==> config.mk <==
export PLATFORM = sky130hd
export DESIGN_NAME = chained_hash_bucket_table
export DESIGN_NICKNAME = d
export VERILOG_FILES = /design/src/rtl/core/chbt_pkg.sv /design/src/rtl/core/chained_hash_bucket_table.sv /design/src/rtl/core/chbt_ram.sv /design/src/rtl/core/chbt_mod.sv /design/src/rtl/core/chbt_engine.sv
export SDC_FILE = /design/constraint.sdc
export NUM_CORES = 2
export LEC_CHECK = 0
export BUFFER_PORTS_ARGS = -buffer_cell sky130_fd_sc_hd__buf_4
export CAP_MARGIN = 5
export CELL_PAD_IN_SITES_DETAIL_PLACEMENT = 1
export CELL_PAD_IN_SITES_GLOBAL_PLACEMENT = 1
export CORE_ASPECT_RATIO = 1.25
export CORE_MARGIN = 4
export CORE_UTILIZATION = 50
export CTS_CLUSTER_DIAMETER = 150
export CTS_CLUSTER_SIZE = 12
export DETAILED_ROUTE_END_ITERATION = 8
export PLACE_DENSITY_LB_ADDON = 0.1
export SETUP_SLACK_MARGIN = 0.02
export SLEW_MARGIN = 20
export SYNTH_ARGS = -nofsm -noshare
export SYNTH_HDL_FRONTEND = slang
export SYNTH_HIERARCHICAL = 1
export SYNTH_SLANG_ARGS = --single-unit
export TNS_END_PERCENT = 1
==> constraint.sdc <==
create_clock -name aclk -period 5.6 [get_ports aclk]
set_input_delay 1.12 -clock aclk [delete_from_list [all_inputs] [get_ports aclk]]
set_output_delay 1.12 -clock aclk [all_outputs]
set_load 0.05 [all_outputs]
==> src/rtl/core/chbt_pkg.sv <==
`timescale 1ns / 1ps
// ----------------------------------------------------------------------------
// Chained hash bucket table package
// Sizes, field layouts, request and status codes, and controller states shared
// by the hash table core.
// ----------------------------------------------------------------------------
package chbt_pkg;

    localparam int NUM_BUCKETS  = 11;
    localparam int BUCKET_DEPTH = 8;
    localparam int KEY_WIDTH    = 16;

    // Fixed transaction field widths.
    localparam int REQ_TYPE_W = 2;
    localparam int KEY_VAL_W  = 16;
    localparam int RBKT_W     = 4;
    localparam int RSLOT_W    = 3;
    localparam int STATUS_W   = 2;
    localparam int BIDX_W     = 4;
    localparam int ENTRY_W    = 4;
    localparam int VALUE_W    = 16;

    // Derived storage widths.
    localparam int STORE_DEPTH = NUM_BUCKETS * BUCKET_DEPTH;
    localparam int BKT_W       = $clog2(NUM_BUCKETS);
    localparam int ADDR_W      = $clog2(STORE_DEPTH);
    localparam int CNT_W       = $clog2(BUCKET_DEPTH + 1);
    localparam int SLOT_W      = (BUCKET_DEPTH > 1) ? $clog2(BUCKET_DEPTH) : 1;

    // Key modulo the bucket count by multiplying with a rounded-up reciprocal.
    // With this shift the quotient is exact for every key of KEY_WIDTH bits.
    localparam int MOD_SHIFT = KEY_WIDTH + $clog2(NUM_BUCKETS);
    localparam int MULT_W    = KEY_WIDTH + 1;
    localparam int PROD_W    = KEY_WIDTH + MULT_W;
    localparam logic [MULT_W-1:0] MOD_MULT =
        MULT_W'(((64'd1 << MOD_SHIFT) + 64'(NUM_BUCKETS) - 64'd1) / 64'(NUM_BUCKETS));

    // Request codes.
    localparam logic [REQ_TYPE_W-1:0] REQ_INSERT = 2'd0;
    localparam logic [REQ_TYPE_W-1:0] REQ_DELETE = 2'd1;
    localparam logic [REQ_TYPE_W-1:0] REQ_READ   = 2'd2;
    localparam logic [REQ_TYPE_W-1:0] REQ_NONE   = 2'd3;

    // Status codes.
    localparam logic [STATUS_W-1:0] STAT_OK        = 2'd0;
    localparam logic [STATUS_W-1:0] STAT_FULL      = 2'd1;
    localparam logic [STATUS_W-1:0] STAT_NOT_FOUND = 2'd2;
    localparam logic [STATUS_W-1:0] STAT_EMPTY     = 2'd3;

    typedef struct packed {
        logic [REQ_TYPE_W-1:0] req_type;
        logic [KEY_VAL_W-1:0]  key_value;
        logic [RBKT_W-1:0]     read_bucket;
        logic [RSLOT_W-1:0]    read_slot;
    } req_t;

    typedef struct packed {
        logic [STATUS_W-1:0] status;
        logic [BIDX_W-1:0]   bucket_index;
        logic [ENTRY_W-1:0]  entry_count;
        logic [VALUE_W-1:0]  read_value;
    } result_t;

    typedef struct packed {
        logic                 we;
        logic [ADDR_W-1:0]    waddr;
        logic [KEY_WIDTH-1:0] wdata;
        logic                 re;
        logic [ADDR_W-1:0]    raddr;
    } mem_req_t;

    typedef enum logic [2:0] {
        ST_IDLE,
        ST_HASH,
        ST_LOOKUP,
        ST_READ,
        ST_INSERT,
        ST_DELETE,
        ST_DONE
    } state_t;

    function automatic logic [ADDR_W-1:0] slot_addr(input logic [BKT_W-1:0] bkt,
                                                    input logic [SLOT_W-1:0] slot);
        return ADDR_W'(ADDR_W'(bkt) * ADDR_W'(BUCKET_DEPTH) + ADDR_W'(slot));
    endfunction

endpackage

==> src/rtl/core/chained_hash_bucket_table.sv <==
`timescale 1ns / 1ps
// ----------------------------------------------------------------------------
// Chained hash bucket table
// Hash table with fixed-depth buckets selected by key modulo the bucket count:
// insert at the tail, delete all matches with compaction, read by bucket/slot.
// ----------------------------------------------------------------------------
//  Channel  Ports                       Payload   Direction
//  s_       s_valid, s_ready, s_req     req_t     request in
//  m_       m_valid, m_ready, m_res     result_t  result out
//
//  One request is processed at a time; s_ready is high only while idle.
//  A read skips the RAM access when the slot is empty or out of range;
//  a delete walks the whole bucket, one read per cycle through the store
//  RAM, so its duration grows with the bucket fill.
//  The result sits in an output register, so a new request is taken while
//  the previous result waits; the request after that waits for m_ready.
//  Reset clears the fill counters at once; the store needs no clearing.
// ----------------------------------------------------------------------------
module chained_hash_bucket_table
    import chbt_pkg::*;
(
    input  logic    aclk,
    input  logic    aresetn,
    input  logic    s_valid,
    output logic    s_ready,
    input  req_t    s_req,
    output logic    m_valid,
    input  logic    m_ready,
    output result_t m_res
);

    logic                 hash_start;
    logic [KEY_WIDTH-1:0] hash_key;
    logic                 hash_done;
    logic [BKT_W-1:0]     hash_bucket;
    mem_req_t             mem_req;
    logic [KEY_WIDTH-1:0] mem_rdata;
    logic                 out_free;
    logic                 res_valid;
    result_t              res;
    logic                 m_valid_reg;
    result_t              m_res_reg;

    assign out_free = !m_valid_reg || m_ready;

    chbt_mod u_mod (
        .aclk    (aclk),
        .aresetn (aresetn),
        .start   (hash_start),
        .key     (hash_key),
        .done    (hash_done),
        .bucket  (hash_bucket)
    );

    chbt_ram #(
        .DATA_W (KEY_WIDTH),
        .DEPTH  (STORE_DEPTH)
    ) u_store (
        .aclk  (aclk),
        .we    (mem_req.we),
        .waddr (mem_req.waddr),
        .wdata (mem_req.wdata),
        .re    (mem_req.re),
        .raddr (mem_req.raddr),
        .rdata (mem_rdata)
    );

    chbt_engine u_engine (
        .aclk        (aclk),
        .aresetn     (aresetn),
        .s_valid     (s_valid),
        .s_ready     (s_ready),
        .s_req       (s_req),
        .hash_start  (hash_start),
        .hash_key    (hash_key),
        .hash_done   (hash_done),
        .hash_bucket (hash_bucket),
        .mem_req     (mem_req),
        .mem_rdata   (mem_rdata),
        .out_free    (out_free),
        .res_valid   (res_valid),
        .res         (res)
    );

    always_ff @(posedge aclk) begin
        if (!aresetn) begin
            m_valid_reg <= 1'b0;
        end else if (res_valid) begin
            m_valid_reg <= 1'b1;
        end else if (m_ready) begin
            m_valid_reg <= 1'b0;
        end
    end

    always_ff @(posedge aclk) begin
        if (res_valid) begin
            m_res_reg <= res;
        end
    end

    assign m_valid = m_valid_reg;
    assign m_res   = m_res_reg;

endmodule

==> src/rtl/core/chbt_ram.sv <==
`timescale 1ns / 1ps
// ----------------------------------------------------------------------------
// Simple dual-port RAM
// One write port and one read port, read data registered.
// ----------------------------------------------------------------------------
module chbt_ram #(
    parameter int DATA_W = 16,
    parameter int DEPTH  = 88,
    localparam int AW    = $clog2(DEPTH)
) (
    input  logic              aclk,
    input  logic              we,
    input  logic [AW-1:0]     waddr,
    input  logic [DATA_W-1:0] wdata,
    input  logic              re,
    input  logic [AW-1:0]     raddr,
    output logic [DATA_W-1:0] rdata
);

    logic [DATA_W-1:0] mem [DEPTH];

    always_ff @(posedge aclk) begin
        if (we) begin
            mem[waddr] <= wdata;
        end
    end

    always_ff @(posedge aclk) begin
        if (re) begin
            rdata <= mem[raddr];
        end
    end

endmodule

==> src/rtl/core/chbt_mod.sv <==
`timescale 1ns / 1ps
// ----------------------------------------------------------------------------
// Bucket hash unit
// Two-stage pipeline that computes key modulo the bucket count with a
// reciprocal multiply followed by a constant multiply and subtract.
// ----------------------------------------------------------------------------
module chbt_mod
    import chbt_pkg::*;
(
    input  logic                 aclk,
    input  logic                 aresetn,
    input  logic                 start,
    input  logic [KEY_WIDTH-1:0] key,
    output logic                 done,
    output logic [BKT_W-1:0]     bucket
);

    logic                 v1_reg;
    logic                 v2_reg;
    logic [KEY_WIDTH-1:0] key1_reg;
    logic [PROD_W-1:0]    prod_reg;
    logic [BKT_W-1:0]     bucket_reg;
    logic [KEY_WIDTH-1:0] quot;
    logic [KEY_WIDTH-1:0] rem;

    always_comb begin
        quot = KEY_WIDTH'(prod_reg >> MOD_SHIFT);
        rem  = key1_reg - KEY_WIDTH'(quot * KEY_WIDTH'(NUM_BUCKETS));
    end

    always_ff @(posedge aclk) begin
        if (!aresetn) begin
            v1_reg <= 1'b0;
            v2_reg <= 1'b0;
        end else begin
            v1_reg <= start;
            v2_reg <= v1_reg;
        end
    end

    always_ff @(posedge aclk) begin
        key1_reg   <= key;
        prod_reg   <= PROD_W'(key) * PROD_W'(MOD_MULT);
        bucket_reg <= BKT_W'(rem);
    end

    assign done   = v2_reg;
    assign bucket = bucket_reg;

`ifndef SYNTHESIS
    a_bucket_range: assert property (@(posedge aclk) disable iff (!aresetn)
        v2_reg |-> (32'(bucket_reg) < NUM_BUCKETS))
        else $error("hash bucket out of range");

    a_pipe_order: assert property (@(posedge aclk) disable iff (!aresetn)
        start |=> ##1 v2_reg)
        else $error("hash result did not follow start by two cycles");
`endif

endmodule

==> src/rtl/core/chbt_engine.sv <==
`timescale 1ns / 1ps
// ----------------------------------------------------------------------------
// Bucket table controller
// Sequences insert, delete and read transactions against the bucket store,
// keeps the per-bucket fill counters and builds the result.
// ----------------------------------------------------------------------------
module chbt_engine
    import chbt_pkg::*;
(
    input  logic                 aclk,
    input  logic                 aresetn,
    input  logic                 s_valid,
    output logic                 s_ready,
    input  req_t                 s_req,
    output logic                 hash_start,
    output logic [KEY_WIDTH-1:0] hash_key,
    input  logic                 hash_done,
    input  logic [BKT_W-1:0]     hash_bucket,
    output mem_req_t             mem_req,
    input  logic [KEY_WIDTH-1:0] mem_rdata,
    input  logic                 out_free,
    output logic                 res_valid,
    output result_t              res
);

    state_t               state_reg, state_next;
    req_t                 req_reg;
    logic [KEY_WIDTH-1:0] key_reg;
    logic [BKT_W-1:0]     bkt_reg, bkt_next;
    logic [CNT_W-1:0]     fill_reg [NUM_BUCKETS];
    logic [CNT_W-1:0]     rd_cnt_reg, rd_cnt_next;
    logic [CNT_W-1:0]     wr_cnt_reg, wr_cnt_next;
    logic                 rvalid_reg, rvalid_next;
    result_t              res_reg, res_next;

    logic                 s_accept;
    logic [CNT_W-1:0]     cur_fill;
    logic [CNT_W-1:0]     removed;
    logic                 rb_ok;
    logic                 rs_ok;
    logic                 del_done;
    logic                 fill_we;
    logic [CNT_W-1:0]     fill_wdata;

    assign s_ready    = aresetn && (state_reg == ST_IDLE);
    assign s_accept   = s_valid && s_ready;
    assign hash_start = s_accept
                        && (s_req.req_type == REQ_INSERT || s_req.req_type == REQ_DELETE);
    assign hash_key   = KEY_WIDTH'(s_req.key_value);

    assign cur_fill = fill_reg[bkt_reg];
    assign removed  = cur_fill - wr_cnt_reg;
    assign rb_ok    = 32'(req_reg.read_bucket) < NUM_BUCKETS;
    assign rs_ok    = (32'(req_reg.read_slot) < BUCKET_DEPTH)
                      && (32'(req_reg.read_slot) < 32'(cur_fill));
    assign del_done = (rd_cnt_reg == cur_fill) && !rvalid_reg;
    assign res      = res_reg;

    // Next state.
    always_comb begin
        state_next = state_reg;
        unique case (state_reg)
            ST_IDLE: begin
                if (s_accept) begin
                    priority if (s_req.req_type == REQ_INSERT
                                 || s_req.req_type == REQ_DELETE) begin
                        state_next = ST_HASH;
                    end else if (s_req.req_type == REQ_READ) begin
                        state_next = ST_LOOKUP;
                    end else begin
                        state_next = ST_IDLE;
                    end
                end
            end
            ST_HASH: begin
                if (hash_done) begin
                    state_next = (req_reg.req_type == REQ_INSERT) ? ST_INSERT : ST_DELETE;
                end
            end
            ST_LOOKUP: begin
                state_next = (rb_ok && rs_ok) ? ST_READ : ST_DONE;
            end
            ST_READ:   state_next = ST_DONE;
            ST_INSERT: state_next = ST_DONE;
            ST_DELETE: begin
                if (del_done) begin
                    state_next = ST_DONE;
                end
            end
            ST_DONE: begin
                if (out_free) begin
                    state_next = ST_IDLE;
                end
            end
            default: state_next = ST_IDLE;
        endcase
    end

    // Datapath and memory control.
    always_comb begin
        mem_req     = '0;
        bkt_next    = bkt_reg;
        rd_cnt_next = rd_cnt_reg;
        wr_cnt_next = wr_cnt_reg;
        rvalid_next = 1'b0;
        res_next    = res_reg;
        fill_we     = 1'b0;
        fill_wdata  = cur_fill;
        res_valid   = 1'b0;
        unique case (state_reg)
            ST_IDLE: begin
                if (s_accept) begin
                    bkt_next = BKT_W'(s_req.read_bucket);
                end
            end
            ST_HASH: begin
                rd_cnt_next = '0;
                wr_cnt_next = '0;
                if (hash_done) begin
                    bkt_next = hash_bucket;
                end
            end
            ST_LOOKUP: begin
                res_next.status       = STAT_EMPTY;
                res_next.bucket_index = BIDX_W'(req_reg.read_bucket);
                res_next.read_value   = '0;
                if (!rb_ok) begin
                    res_next.entry_count = '0;
                end else begin
                    res_next.entry_count = ENTRY_W'(cur_fill);
                    if (rs_ok) begin
                        mem_req.re    = 1'b1;
                        mem_req.raddr = slot_addr(bkt_reg, SLOT_W'(req_reg.read_slot));
                    end
                end
            end
            ST_READ: begin
                res_next.status     = STAT_OK;
                res_next.read_value = VALUE_W'(mem_rdata);
            end
            ST_INSERT: begin
                res_next.bucket_index = BIDX_W'(bkt_reg);
                res_next.read_value   = '0;
                if (32'(cur_fill) >= BUCKET_DEPTH) begin
                    res_next.status      = STAT_FULL;
                    res_next.entry_count = ENTRY_W'(cur_fill);
                end else begin
                    mem_req.we           = 1'b1;
                    mem_req.waddr        = slot_addr(bkt_reg, cur_fill[SLOT_W-1:0]);
                    mem_req.wdata        = key_reg;
                    fill_we              = 1'b1;
                    fill_wdata           = CNT_W'(cur_fill + 1'b1);
                    res_next.status      = STAT_OK;
                    res_next.entry_count = ENTRY_W'(fill_wdata);
                end
            end
            ST_DELETE: begin
                // Reads run ahead of writes, so compaction never overwrites
                // an entry that has not been read yet.
                if (rd_cnt_reg != cur_fill) begin
                    mem_req.re    = 1'b1;
                    mem_req.raddr = slot_addr(bkt_reg, rd_cnt_reg[SLOT_W-1:0]);
                    rd_cnt_next   = CNT_W'(rd_cnt_reg + 1'b1);
                    rvalid_next   = 1'b1;
                end
                if (rvalid_reg && (mem_rdata != key_reg)) begin
                    mem_req.we    = 1'b1;
                    mem_req.waddr = slot_addr(bkt_reg, wr_cnt_reg[SLOT_W-1:0]);
                    mem_req.wdata = mem_rdata;
                    wr_cnt_next   = CNT_W'(wr_cnt_reg + 1'b1);
                end
                if (del_done) begin
                    fill_we               = 1'b1;
                    fill_wdata            = wr_cnt_reg;
                    res_next.bucket_index = BIDX_W'(bkt_reg);
                    res_next.read_value   = '0;
                    res_next.entry_count  = ENTRY_W'(removed);
                    res_next.status       = (removed == '0) ? STAT_NOT_FOUND : STAT_OK;
                end
            end
            ST_DONE: begin
                res_valid = out_free;
            end
            default: begin
                res_valid = 1'b0;
            end
        endcase
    end

    always_ff @(posedge aclk) begin
        if (!aresetn) begin
            state_reg  <= ST_IDLE;
            rvalid_reg <= 1'b0;
            for (int i = 0; i < NUM_BUCKETS; i++) begin
                fill_reg[i] <= '0;
            end
        end else begin
            state_reg  <= state_next;
            rvalid_reg <= rvalid_next;
            if (fill_we) begin
                fill_reg[bkt_reg] <= fill_wdata;
            end
        end
    end

    always_ff @(posedge aclk) begin
        if (s_accept) begin
            req_reg <= s_req;
            key_reg <= KEY_WIDTH'(s_req.key_value);
        end
        bkt_reg    <= bkt_next;
        rd_cnt_reg <= rd_cnt_next;
        wr_cnt_reg <= wr_cnt_next;
        res_reg    <= res_next;
    end

`ifndef SYNTHESIS
    a_fill_bound: assert property (@(posedge aclk) disable iff (!aresetn)
        (state_reg == ST_INSERT || state_reg == ST_DELETE)
        |-> (32'(cur_fill) <= BUCKET_DEPTH))
        else $error("bucket fill exceeds bucket depth");

    a_write_behind: assert property (@(posedge aclk) disable iff (!aresetn)
        (state_reg == ST_DELETE && mem_req.we) |-> (wr_cnt_reg < rd_cnt_reg))
        else $error("compaction write ahead of read");

    a_drop_unused: assert property (@(posedge aclk) disable iff (!aresetn)
        (s_accept && s_req.req_type == REQ_NONE) |=> (state_reg == ST_IDLE))
        else $error("unused request code started work");
`endif

endmodule
* Yosys cells after proc, flatten, opt, wreduce, memory -nomap -nowiden
Memory sizes are Yosys's and may differ from the RTL's. A register that Yosys moved wholly into a read port is not among the register bits.
Cells that the tools add are included.
** Word-level totals
- Register bits :: 136
- Bits in latches :: 0
- RAM bits :: 1452
- ROM bits :: 0
- Bits of input ports :: 29
- Word-level logic and storage cells :: 137
- Memories :: 2
** Memories
- u_store.mem :: words 88, bits a word 16, rd ports 1, clocked after Yosys merged registers in 1, write ports 1, RTL line chbt_ram.sv:20 : logic [DATA_W-1:0] mem [DEPTH];
- u_engine.fill_reg :: words 11, bits a word 4, rd ports 1, clocked after Yosys merged registers in 1, write ports 11, RTL line chbt_engine.sv:30 : logic [CNT_W-1:0] fill_reg [NUM_BUCKETS];
** Cells by class
- Add/subtract/negate cells :: 9
- $mul :: 2
- Divide/modulo/power cells :: 0
- $lt $le $gt $ge :: 3
- Equality and inequality tests :: 17
- Shifts and indexed selects :: 0
- Mux-type cells :: 50
- Bitwise gates (word level) :: 0
- Reductions and logical operators :: 31
** Operator list (count)
- $mux 24 :: 2
- $pmux 16 s3 :: 1
- $pmux 24 s2 :: 1
- $mux 4 :: 10
- $mul 16x16->32 const B :: 1
- $pmux 4 s2 :: 4
- $add 7x3->7 :: 4
- $mux 26 :: 1
- $mux 8 :: 3
- $pmux 8 s3 :: 1
- $mux 3 :: 6
- $pmux 3 s6 :: 1
- $ne 16x16->1 :: 1
- $pmux 8 s2 :: 1
- $mux 1 :: 15
- $mul 13x4->4 const B :: 1
- $add 4x1->4 const B :: 3
- $reduce_and 2->1 :: 6
- $ne 2x1->1 const B :: 5
- $eq 3x3->1 const B :: 3
- $pmux 2 s4 :: 1
- $sub 4x4->4 :: 2
- $eq 3x2->1 const B :: 2
- $logic_and 1x1->1 :: 6
- other kinds (23) :: 31

* Depth between registers and ports, before layout
- Word-level depth :: 9
- Depth in mapped cells :: 23

* Cells and area by module
The synthesis kept the hierarchy.
** Modules (own cells, without submodules)
- chbt_ram :: instances 1, cells each 2591, area each 55090.3 µm², sequential area each 42761.0 µm²
- chbt_engine :: instances 1, cells each 563, area each 7046.8 µm², sequential area each 3933.8 µm²
- chbt_mod :: instances 1, cells each 462, area each 4486.8 µm², sequential area each 280.3 µm²
- chained_hash_bucket_table :: instances 1, cells each 30, area each 829.5 µm², sequential area each 800.8 µm²

* Worst setup path before layout
No wires, ideal clock.
- Path type :: input port to flip-flop
- Start :: in s_req[19] in the netlist's numbering
- End :: reg u_mod.prod_reg[23]
- Setup time :: 0.118 ns
- Arrival time :: 5.392 ns
- Slack :: 0.090 ns
- Cell stages on the path :: 17
- Path buffers :: 1
- Path through :: buf_4 fa_1 ha_1 inv_1 fa_1 inv_1 fa_1 fa_1 inv_1 fa_1 inv_1 ha_1 a211o_1 a2111oi_2 o31ai_1 a21oi_2 xnor2_1
** Between the ends
- Cells in the longest elaborated chain, start to end :: 1
** Ends and longest elaborated chain
- start: declaration :: RTL line chained_hash_bucket_table.sv:26 : input req_t s_req,
- $mul 16x16->32 :: RTL line chbt_mod.sv:43 : prod_reg <= PROD_W'(key) * PROD_W'(MOD_MULT);
- end signal: assignment :: RTL line chbt_mod.sv:43
- end: declaration :: RTL line chbt_mod.sv:21 : logic [PROD_W-1:0] prod_reg;
No other way between the ends.
A chain may end at the register's enable or synchronous reset.

==> load_flow_metrics.sql <==
INSERT INTO impl_metrics (metric_group, metric, value, unit) VALUES
('cells_and_area', 'drive_gt1_share', '25.5', '%'),
('cells_and_area', 'area_delta_synth_final', '13.3', '%'),
('clock_tree', 'h_tree_levels', '4', ''),
('sta', 'clock-skew-final', '0.0229', 'ns'),
('clock_tree', 'cts_sinks', '1600', ''),
('clock_tree', 'cts.repair_timing.setup_buffer_count', '0', ''),
('floorplan', 'floorplan.die.height', '419', 'µm'),
('sta', 'finalWorstSetupSlack', '0.230', 'ns'),
('job', 'max-cap-violations', '0', ''),
('floorplan', 'core', '134000', 'µm²'),
('grt', 'wire_length_of_the_first_global_routing_pass', '265000', 'µm'),
('setup_path', 'crit_path_start_kind', 'register', ''),
('cells_and_area', 'seqCellArea', '47800', 'µm²'),
('synthesis', 'synthesis.nets', '3873', ''),
('cells_and_area', 'fillCellCount', '11734', ''),
('floorplan', 'ioPinCount', '57', ''),
('routing', 'drcViolationCount', '0', ''),
('clock_tree', 'clk_latency', '0.77', 'ns'),
('clock_tree', 'clkSlewWorstSetupHoldPaths', '0.06', 'ns'),
('synthesis', 'dominantRegCellSynth', 'sky130_fd_sc_hd__edfxtp_1', ''),
('routing', 'vias', '35570', ''),
('sta', 'slew-limit-headroom', '25.1', '%'),
('clock_tree', 'cts_hold_repair.buffers', '0', ''),
('power_and_ir_drop', 'power.static_leakage', '28.4', 'nW'),
('routing', 'detail_route.first_pass.iterations', '5', ''),
('setup_path', 'path_max_fanout', '27', ''),
('synthesis', 'mapped_cell_area', '67500', 'µm²'),
('setup_path', 'worst_setup_path_class', 'reg2reg', ''),
('synthesis', 'postSynthRegisterBits', '1600', ''),
('power_and_ir_drop', 'total_power', '26.1', 'mW'),
('routing', 'drtAntennaViolNets', '0', ''),
('power_and_ir_drop', 'ir_drop', '0.286', 'mV'),
('sta', 'fin_crit', '5.37', 'ns'),
('floorplan', 'floorplan.die_area', '141000', 'µm²'),
('grt', 'first_global_vias', '38035', ''),
('sta', 'timing.fmax', '186', 'MHz'),
('sta', 'slew_violations', '0', ''),
('floorplan', 'initial_utilization', '50.4', '%'),
('routing', 'drt-vias-per-instance', '6.12', ''),
('sta', 'number_of_setup_violations_in_the_final_report', '0', ''),
('placed_design', 'place.gp.congestion', '0.868', ''),
('clock_tree', 'tritoncts.num_buffers', '151', ''),
('synthesis', 'portion_of_the_post_synthesis_area_used_by_sequential_elements', '70.8', '%'),
('placed_design', 'place.detailed.hpwl', '119000', 'µm'),
('sta', 'count_of_endpoints_failing_hold_in_the_final_timing_report', '0', ''),
('synthesis', 'syn-instance-count', '3646', ''),
('setup_path', 'cp.required', '6.12', 'ns'),
('floorplan', 'dieWidth', '337', 'µm'),
('placed_design', 'io_buffer_count', '56', ''),
('clock_tree', 'clockRootBuffer', 'sky130_fd_sc_hd__clkbuf_16', ''),
('clock_tree', 'cts_resized', '1', ''),
('synthesis', 'yosys-top-cells-count', '1573 x sky130_fd_sc_hd__edfxtp_1, 248 x sky130_fd_sc_hd__mux4_2, 183 x sky130_fd_sc_hd__inv_1, 138 x sky130_fd_sc_hd__nor2_1, 122 x sky130_fd_sc_hd__nand2_1', ''),
('status', 'status', 'finished, final reports clean', ''),
('cells_and_area', 'num-nets-final', '4243', ''),
('grt', 'grt_start_max_net_pins', '89', ''),
('cells_and_area', 'largest_register_ffs', '1408', ''),
('routing', 'routed_wirelength', '181000', 'µm'),
('synthesis', 'yosys-top-cells-area', 'sky130_fd_sc_hd__edfxtp_1 70%, sky130_fd_sc_hd__mux4_2 8.3%, sky130_fd_sc_hd__fa_1 2.4%, sky130_fd_sc_hd__ha_1 2.2%, sky130_fd_sc_hd__mux2_2 2.0%', ''),
('sta', 'fin_crit_sh', '95.9', '%'),
('synthesis', 'yosysTopAreaCellShare', '70.0', '%'),
('cells_and_area', 'final_non_filler_cell_total', '5808', ''),
('placed_design', 'detailedPlace.worstSlack', '-0.139', 'ns'),
('synthesis', 'synthMostInstantiatedCell', 'sky130_fd_sc_hd__edfxtp_1', ''),
('placed_design', 'placed_cells', '5604', ''),
('power_and_ir_drop', 'powerDensity', '341', 'nW/µm²'),
('sta', 'rsz0062_at_grt', 'true', ''),
('clock_tree', 'cts_tree', 'built', ''),
('routing', 'routedWlPerCell', '31.1', 'µm'),
('min_path', 'min_path_type', 'reg2reg', ''),
('grt', 'grtUsageTotal', '26.1', '%'),
('synthesis', 'yosys.cell_types.count', '93', '');
==> metal layers <==
layer | track usage (%) | vias up | share of wire [%]
met5 | 0 | - | 0
met4 | 9.76 | 0 | 4.2
met3 | 3.98 | 310 | 6.0
met2 | 45.4 | 1224 | 52
met1 | 33.4 | 18893 | 38
li1 | - | 15143 | -
==> power breakdown <==
part | switching (mW) | internal (mW) | leakage, nW
combinational | 2.09 | 1.70 | 9.29
clock | 4.16 | 4.93 | 1.99
sequential | 0.0814 | 13.1 | 17.2
total | 6.32 | 19.7 | 28.4
==> final cells by class <==
class,count,area share [%]
tap,1748,2.86
multi-input combinational,1664,23.4
sequential,1600,62.5
antenna,6,0.0196
clock inverter,11,0.155
clock buffer,180,5.17
timing repair buffer,414,4.98
inverter,185,0.908
==> critical path, cell delays in order, from the launching register on <==
cell and delay [ns]:
sky130_fd_sc_hd__dfxtp_2 0.42, sky130_fd_sc_hd__buf_4 0.20, sky130_fd_sc_hd__mux4_2 0.53, sky130_fd_sc_hd__mux2i_4 0.18, sky130_fd_sc_hd__mux2_2 0.22, sky130_fd_sc_hd__ha_1 0.23, sky130_fd_sc_hd__o21a_1 0.10, sky130_fd_sc_hd__nor2_1 0.12
sky130_fd_sc_hd__a211oi_1 0.09, sky130_fd_sc_hd__nor4b_1 0.30, sky130_fd_sc_hd__buf_4 0.20, sky130_fd_sc_hd__a22o_4 0.18, sky130_fd_sc_hd__buf_12 0.21, sky130_fd_sc_hd__buf_16 0.26, sky130_fd_sc_hd__mux4_2 0.56, sky130_fd_sc_hd__nand2_1 0.17
sky130_fd_sc_hd__a21oi_1 0.15, sky130_fd_sc_hd__nor4_1 0.60, sky130_fd_sc_hd__nor3_1 0.11, sky130_fd_sc_hd__buf_4 0.20
==> cells by family (layout without fill, tap and decap cells) <==
family,Yosys count,count (layout),share of synthesized area (%)
muxes,508,508,13.0
adders and majority gates,198,198,4.59
xor gates and xnor gates,53,53,0.710
AOI/OAI and AO/OA,382,382,3.91
and+or+nand+nor,523,523,3.98
DFF,1600,1600,70.8
buffers and inverters,382,790,3.01
other,0,6,0
==> cell usage in the layout, fill, tap and decap left out, drive strengths merged, types with 10 or more instances in the layout <==
master and instances:
nor4 53, nor3 36, and3 10, nand2 123, a21oi 55, dfxtp 27
a221oi 10, buf 414, mux4 272, nand4 11, ha 116, clkbuf 180
or4 14, mux2 121, or2 10, o21ai 49, fa 82, xnor2 26
nand3 19, a2111oi 14, o211ai 20, edfxtp 1573, nand2b 18, o22ai 119
a211oi 14, xor2 27, inv 193, o31ai 22, and2 28, mux2i 115
nor2 138, a22o 29, nor2b 31
==> stage by stage <==
stage	instance area, µm²	utilization (%)	setup TNS, ns	hold WS (ns)
after floorplan	67500	-	0	0.400
after global placement	72100	53.9	-0.344	0.414
after detailed placement	72100	53.9	-0.460	0.406
after CTS	76200	56.9	0	0.420
after global routing	76400	57.1	-0.100	0.437
final	76500	57.1	0	0.415
==> worst paths after layout <==
path                                 startpoint           endpoint  slack [ns]  cells after the start
worst max-delay path                   register  u_store/rdata[15]        0.23                     19
worst min-delay path            u_engine/res[7]           m_res[7]        0.42                      0
worst max register to register         register  u_store/rdata[15]        0.23                     19
worst min register to register  u_engine/res[7]           m_res[7]        0.42                      0
Power figures use the tool's default switching activity.
